<file path="config.mk">
export PLATFORM = sky130hd
export DESIGN_NAME = chm_ctrl
export DESIGN_NICKNAME = d
export VERILOG_FILES = /design/src/rtl/core/chm_pkg.sv /design/src/rtl/core/chm_ctrl.sv
export SDC_FILE = /design/constraint.sdc
export NUM_CORES = 1
export LEC_CHECK = 0
export ABC_CLOCK_PERIOD_IN_PS = 3300
export BUFFER_PORTS_ARGS = -buffer_cell sky130_fd_sc_hd__buf_4
export CORE_AREA = 2 2 70 72
export CTS_CLUSTER_SIZE = 20
export DETAILED_ROUTE_END_ITERATION = 10
export DIE_AREA = 0 0 72 74
export GPL_ROUTABILITY_DRIVEN = 0
export GPL_TIMING_DRIVEN = 0
export SYNTH_ARGS = -nofsm -noshare
export SYNTH_HDL_FRONTEND = slang
export SYNTH_SLANG_ARGS = --single-unit
</file>
<file path="constraint.sdc">
create_clock -name i_clk -period 3.3 [get_ports i_clk]
set_input_delay 0.495 -clock i_clk [delete_from_list [all_inputs] [get_ports i_clk]]
set_output_delay 0.495 -clock i_clk [all_outputs]
set_load 0.01 [all_outputs]
</file>
<file path="src/rtl/core/chm_pkg.sv">
// ============================================================================
// chm_pkg
// Shared types and constants for the monotone chain convex hull block.
// ============================================================================
package chm_pkg;

    // Default sizes handed down from the top level.
    localparam int MAX_POINTS_DEF = 64;
    localparam int COORD_BITS_DEF = 16;

    // Commands from the controller to the datapath, one per cycle.
    typedef enum logic [5:0] {
        OP_NONE,
        OP_LOAD,
        OP_S_INIT,
        OP_S_RDI,
        OP_S_LDV,
        OP_S_RDJ,
        OP_S_SHIFT,
        OP_S_PUTV,
        OP_H_RD0,
        OP_H_RDN,
        OP_H_LDN,
        OP_H_INIT,
        OP_H_RDI,
        OP_H_SIDE,
        OP_T_D,
        OP_T_M1,
        OP_T_M2,
        OP_H_FLAGS,
        OP_U_STK,
        OP_L_STK,
        OP_C_RD1,
        OP_C_RD2,
        OP_C_RD3,
        OP_U_POP,
        OP_U_PUSH,
        OP_L_POP,
        OP_L_PUSH,
        OP_H_NEXT,
        OP_O_INITU,
        OP_O_STKU,
        OP_O_STKL,
        OP_O_EMITU,
        OP_O_EMITL,
        OP_O_NEXTU,
        OP_O_INITL,
        OP_O_NEXTL,
        OP_O_EMIT1,
        OP_DONE
    } t_op;

    // Status flags from the datapath back to the controller.
    typedef struct packed {
        logic acc_last;
        logic i_eq_n;
        logic i_is_end;
        logic j_zero;
        logic v_before;
        logic trivial;
        logic do_u;
        logic do_l;
        logic nu_ge2;
        logic nl_ge2;
        logic nl_ge3;
        logic turn_pos;
        logic turn_neg;
        logic k_u_end;
        logic k_l_end;
        logic out_busy;
    } t_stat;

endpackage

</file>
<file path="src/rtl/core/chm_ctrl.sv">
// ============================================================================
// chm_ctrl
// Sequencer for loading, insertion sort, both chain passes and vertex output.
// ============================================================================
module chm_ctrl (
    input  logic           i_clk,
    input  logic           i_rst_n,
    input  chm_pkg::t_stat i_stat,
    output chm_pkg::t_op   o_op
);

    typedef enum logic [5:0] {
        ST_LOAD, ST_SINIT, ST_SI, ST_SV, ST_SR, ST_SC, ST_SW,
        ST_H0, ST_H1, ST_H2, ST_HC, ST_HI, ST_HS, ST_HF,
        ST_TD, ST_TM1, ST_TM2,
        ST_CR1, ST_CR2, ST_CR3,
        ST_UC, ST_UT, ST_UP, ST_LC, ST_LT, ST_LP, ST_HN,
        ST_OU0, ST_OUS, ST_OUR, ST_OUE, ST_OUW,
        ST_OL0, ST_OLS, ST_OLR, ST_OLE, ST_OLW,
        ST_OW1, ST_DONE
    } t_state;

    t_state r_state, n_state;
    t_state r_ret, n_ret;

    // Next state and command decode.
    always_comb begin
        n_state = r_state;
        n_ret   = r_ret;
        o_op    = chm_pkg::OP_NONE;
        unique case (r_state)
            ST_LOAD: begin
                o_op = chm_pkg::OP_LOAD;
                if (i_stat.acc_last) n_state = ST_SINIT;
            end
            ST_SINIT: begin
                o_op    = chm_pkg::OP_S_INIT;
                n_state = ST_SI;
            end
            ST_SI: begin
                if (i_stat.i_eq_n) begin
                    n_state = ST_H0;
                end else begin
                    o_op    = chm_pkg::OP_S_RDI;
                    n_state = ST_SV;
                end
            end
            ST_SV: begin
                o_op    = chm_pkg::OP_S_LDV;
                n_state = ST_SR;
            end
            ST_SR: begin
                if (i_stat.j_zero) begin
                    n_state = ST_SW;
                end else begin
                    o_op    = chm_pkg::OP_S_RDJ;
                    n_state = ST_SC;
                end
            end
            ST_SC: begin
                if (i_stat.v_before) begin
                    o_op    = chm_pkg::OP_S_SHIFT;
                    n_state = ST_SR;
                end else begin
                    n_state = ST_SW;
                end
            end
            ST_SW: begin
                o_op    = chm_pkg::OP_S_PUTV;
                n_state = ST_SI;
            end
            ST_H0: begin
                o_op    = chm_pkg::OP_H_RD0;
                n_state = ST_H1;
            end
            ST_H1: begin
                o_op    = chm_pkg::OP_H_RDN;
                n_state = ST_H2;
            end
            ST_H2: begin
                o_op    = chm_pkg::OP_H_LDN;
                n_state = ST_HC;
            end
            ST_HC: begin
                if (i_stat.trivial) begin
                    o_op    = chm_pkg::OP_O_EMIT1;
                    n_state = ST_OW1;
                end else begin
                    o_op    = chm_pkg::OP_H_INIT;
                    n_state = ST_HI;
                end
            end
            ST_HI: begin
                if (i_stat.i_eq_n) begin
                    n_state = ST_OU0;
                end else begin
                    o_op    = chm_pkg::OP_H_RDI;
                    n_state = ST_HS;
                end
            end
            ST_HS: begin
                o_op    = chm_pkg::OP_H_SIDE;
                n_ret   = ST_HF;
                n_state = ST_TD;
            end
            ST_HF: begin
                o_op    = chm_pkg::OP_H_FLAGS;
                n_state = ST_UC;
            end
            // Shared orientation sequence, returns to r_ret.
            ST_TD: begin
                o_op    = chm_pkg::OP_T_D;
                n_state = ST_TM1;
            end
            ST_TM1: begin
                o_op    = chm_pkg::OP_T_M1;
                n_state = ST_TM2;
            end
            ST_TM2: begin
                o_op    = chm_pkg::OP_T_M2;
                n_state = r_ret;
            end
            // Fetch the two stack-top points into the operand registers.
            ST_CR1: begin
                o_op    = chm_pkg::OP_C_RD1;
                n_state = ST_CR2;
            end
            ST_CR2: begin
                o_op    = chm_pkg::OP_C_RD2;
                n_state = ST_CR3;
            end
            ST_CR3: begin
                o_op    = chm_pkg::OP_C_RD3;
                n_state = ST_TD;
            end
            ST_UC: begin
                if (!i_stat.do_u) begin
                    n_state = ST_LC;
                end else if (i_stat.nu_ge2) begin
                    o_op    = chm_pkg::OP_U_STK;
                    n_ret   = ST_UT;
                    n_state = ST_CR1;
                end else begin
                    n_state = ST_UP;
                end
            end
            ST_UT: begin
                if (!i_stat.turn_neg) begin
                    o_op    = chm_pkg::OP_U_POP;
                    n_state = ST_UC;
                end else begin
                    n_state = ST_UP;
                end
            end
            ST_UP: begin
                o_op    = chm_pkg::OP_U_PUSH;
                n_state = ST_LC;
            end
            ST_LC: begin
                if (!i_stat.do_l) begin
                    n_state = ST_HN;
                end else if (i_stat.nl_ge2) begin
                    o_op    = chm_pkg::OP_L_STK;
                    n_ret   = ST_LT;
                    n_state = ST_CR1;
                end else begin
                    n_state = ST_LP;
                end
            end
            ST_LT: begin
                if (!i_stat.turn_pos) begin
                    o_op    = chm_pkg::OP_L_POP;
                    n_state = ST_LC;
                end else begin
                    n_state = ST_LP;
                end
            end
            ST_LP: begin
                o_op    = chm_pkg::OP_L_PUSH;
                n_state = ST_HN;
            end
            ST_HN: begin
                o_op    = chm_pkg::OP_H_NEXT;
                n_state = ST_HI;
            end
            // Upper chain output, first to last.
            ST_OU0: begin
                o_op    = chm_pkg::OP_O_INITU;
                n_state = ST_OUS;
            end
            ST_OUS: begin
                o_op    = chm_pkg::OP_O_STKU;
                n_state = ST_OUR;
            end
            ST_OUR: begin
                o_op    = chm_pkg::OP_C_RD1;
                n_state = ST_OUE;
            end
            ST_OUE: begin
                o_op    = chm_pkg::OP_O_EMITU;
                n_state = ST_OUW;
            end
            ST_OUW: begin
                if (!i_stat.out_busy) begin
                    if (i_stat.k_u_end) begin
                        n_state = i_stat.nl_ge3 ? ST_OL0 : ST_DONE;
                    end else begin
                        o_op    = chm_pkg::OP_O_NEXTU;
                        n_state = ST_OUS;
                    end
                end
            end
            // Inner lower chain output, in reverse.
            ST_OL0: begin
                o_op    = chm_pkg::OP_O_INITL;
                n_state = ST_OLS;
            end
            ST_OLS: begin
                o_op    = chm_pkg::OP_O_STKL;
                n_state = ST_OLR;
            end
            ST_OLR: begin
                o_op    = chm_pkg::OP_C_RD1;
                n_state = ST_OLE;
            end
            ST_OLE: begin
                o_op    = chm_pkg::OP_O_EMITL;
                n_state = ST_OLW;
            end
            ST_OLW: begin
                if (!i_stat.out_busy) begin
                    if (i_stat.k_l_end) begin
                        n_state = ST_DONE;
                    end else begin
                        o_op    = chm_pkg::OP_O_NEXTL;
                        n_state = ST_OLS;
                    end
                end
            end
            ST_OW1: begin
                if (!i_stat.out_busy) n_state = ST_DONE;
            end
            ST_DONE: begin
                o_op    = chm_pkg::OP_DONE;
                n_state = ST_LOAD;
            end
            default: begin
                n_state = ST_LOAD;
            end
        endcase
    end

    // State register.
    always_ff @(posedge i_clk) begin
        if (!i_rst_n) begin
            r_state <= ST_LOAD;
            r_ret   <= ST_LOAD;
        end else begin
            r_state <= n_state;
            r_ret   <= n_ret;
        end
    end

endmodule

</file>
==> summary.txt <==
Global routing
  • Largest net degree at the start of global routing: 11
  • Initial antenna violation count: 0
  • Vias in the first global route: 1938
  • Most used routing layer: met2
  • Met2 Resource Use GR: 36.5%
  • First-pass GRT wire length: 9980 um
  • Grt met3 use: 5.42%
  • Met1 usage: 33.8%
  • GRT Util Overall: 24.1%
  • GRT overflow: 0

Drt
  • Via count: ~2100
  • Total Wirelength: 6190 um
  • Vias per cell: between 6 and 7
  • Drt wl/cell: 19.7 um
  • DRT iter0 DRCs: 356
  • DRC viols: 0
  • DRT antenna net count: 0
  • Drt first pass iters: 6

Cells and area
  • Final core utilization: 40.1%
  • Ant diodes: 0
  • Fillers: 488
  • Nets: 279
  • Multi-input gate area: 0.00124 mm^2
  • Design Area, Final: 0.00184 mm^2
  • Register area: around 180 um^2
  • Layout cell share with drive strength beyond 1: 19.6%
  • P&R area growth vs syn: 17.8%

Setup path
  • Critical-path cell list: buf_4, buf_4, buf_2, o21ai_0, a221oi_1, o2111ai_1, buf_4
  • CP required: 2800 ps
  • CP top delay family: buffers and inverters
  • Crit-path most repeated cell: buf_4
  • CP bufs+invs: 4
  • CP endpoint kind: primary output
  • Max FO, Critical Path: 10
  • WP data arrival: between 2000 and 2500 ps
  • Type of origin of the critical path: register
  • Critical setup path kind: reg2out
  • Crit-path slowest cell: dfxtp_1
  • CP max stage delay: 530 ps

Hold path
  • HP Class: reg2reg

Timing
  • Worst Clk Skew: roughly 3.2 ps
  • Hold Vio Cnt, Final: 0
  • F_max: 0.345 GHz
  • Max-slew headroom: 65.1%
  • Unrepaired setup endpoints after global routing: false
  • Hold_ws: 495 ps
  • Minimum clock period: slightly below 3000 ps
  • Period utilisation layout: between 80 and 90%
  • Max Slew Vio Count: 0
  • # setup viols final: 0
  • Setup TNS: 0 ps
  • Least-Margin Pin Slew: just over 500 ps

CTS
  • Reg clk slew, reported paths: approximately 50 ps
  • Post-CTS setup buffer count: 0
  • CTS H-Tree Depth: 1
  • Root Buffer: clkbuf_8
  • CTS tree: done
  • CTS Buf Count: 3
  • Clk buf depth: 2
  • Hold-fix buffers, CTS: 0
  • Clock sinks: 9
  • Clock Latency Late Sink: 230 ps
  • Post-CTS Resized: 0

Run status
  • Status: completed

Synth
  • Synth warnings: 0
  • Synthesized instance count: 234
  • Post-synth ARST share: 0%
  • Post-synth top area cell: dfxtp_1
  • Count of cell types in the netlist: 58
  • Mapped Nets: 252
  • Avg Inst Size Synth: 6.68 um^2
  • Post-synth EDFFs: 0
  • Area share of the largest cell type after synthesis: 11.5%
  • Syn Std Cell Area: ~0.0016 mm^2
  • #FFs+latches synth: 9
  • Synth Flop Type: dfxtp_1
  • Largest cells by area after synthesis: dfxtp_1 12%, nand2_1 5.5%, a21oi_1 5.1%
  • Sequential area share after synthesis: 11.5%

Power
  • Peak supply drop: between 200 and 250 uV
  • Pwr dens: between 500 and 600 mW/mm^2
  • Static Leak: 0.694 nW

Placement
  • Hpwl dp: 4760 um
  • Port buffer count: 22
  • Dpl cell area: between 0.0015 and 0.002 mm^2

Die
  • Die height: 74 um
  • Chip width: 72 um
  • Initial Utilization: 34.0%
  • Row count: 25
  • Core ar.: around 0.0046 mm^2
  • Die area: about 0.0053 mm^2
  • Ports: 24

Run
  • Max cap viols: 0
[final cells by class]
class                           instances  share of cell area [%]
Clock buffer                            4                    2.45
Buffer                                 21                    6.32
Tap cell                               54                    3.67
Sequential cell                         9                    9.78
Inverter                                6                    1.22
Timing Repair Buffer                   22                    8.97
Multi-Input combinational cell        198                    67.6
[synth_stat cells, drive strengths merged (5+ instances only)]
| cell | number |
|---|---|
| a31oi | 6 |
| a211oi | 7 |
| nand3 | 11 |
| nor3 | 11 |
| nand2 | 23 |
| nor2 | 18 |
| buf | 19 |
| nor2b | 10 |
| nand2b | 5 |
| o21ai | 11 |
| inv | 6 |
| a21oi | 16 |
| dfxtp | 9 |
[through the flow]
step	worst slack, ps	cells	power, mW
after floorplan	1150	234	0.581
after global placement	703	310	0.804
after detailed placement	711	310	0.789
after CTS	469	314	0.922
after global routing	233	314	0.997
final	400	314	0.950
[registers in the layout, indices dropped and copies added, names as in the netlist]
signal / count
r_state: 6
r_ret: 3
[cells by family (layout without fill, tap and decap cells)]
group	after synthesis	count (layout)	synth area share, %
AND/OR/NAND/NOR	117	117	42.3
AO/OA/AOI/OAI	77	77	34.9
buffers and inverters	27	53	8.88
flip-flops	9	9	11.5
XOR/XNOR	3	3	1.68
multiplexers	1	1	0.720
[worst paths after layout]
path | cells past startpoint | slack, ps | to | startpoint
worst max-delay path | 7 | 400 | o_op[4] | r_state[1]
worst min-delay path | 2 | 490 | r_ret[2] | r_ret[2]
worst max register to register | 6 | 1190 | r_state[0] | r_state[2]
worst min register to register | 2 | 490 | r_ret[2] | r_ret[2]
[report_power, final]
| group | internal (mW) | total (mW) | leakage (nW) | switching (mW) |
|---|---|---|---|---|
| registers | 0.123 | 0.150 | 0.0729 | 0.0262 |
| logic | 0.248 | 0.671 | 0.598 | 0.423 |
| clock network | 0.0843 | 0.129 | 0.0228 | 0.0444 |
[cell usage in the layout, fill, tap and decap left out, drive strengths merged, types with 3 or more instances in the layout]
cell type,count
a31oi,6
o211ai,4
nor2b,10
a211oi,7
clkbuf,6
a221oi,3
dfxtp,9
a21o,3
o21ai,11
or3b,3
or3,3
a21oi,16
inv,6
nand2,23
nand2b,5
nor4b,3
a311o,3
nor2,18
buf,41
nor3b,4
nor3,11
nand3,11
a32oi,3
and3,4
nand3b,3
nand4,4
nor4,3
[worst reg2reg max path: cells and delay by family, from the launching register on]
kind            cells  cell delay [ps]
mux                 1              360
compound gates      4              890
flops               1              460
buf+inv             1              280
[metal layers]
layer | routed length (um) | vias up
li1 | - | 950
met1 | 2420 | 948
met2 | 2640 | 190
met3 | 853 | 36
met4 | 271 | 0
met5 | 0 | -
No activity file was read; power rests on OpenSTA's default activity.
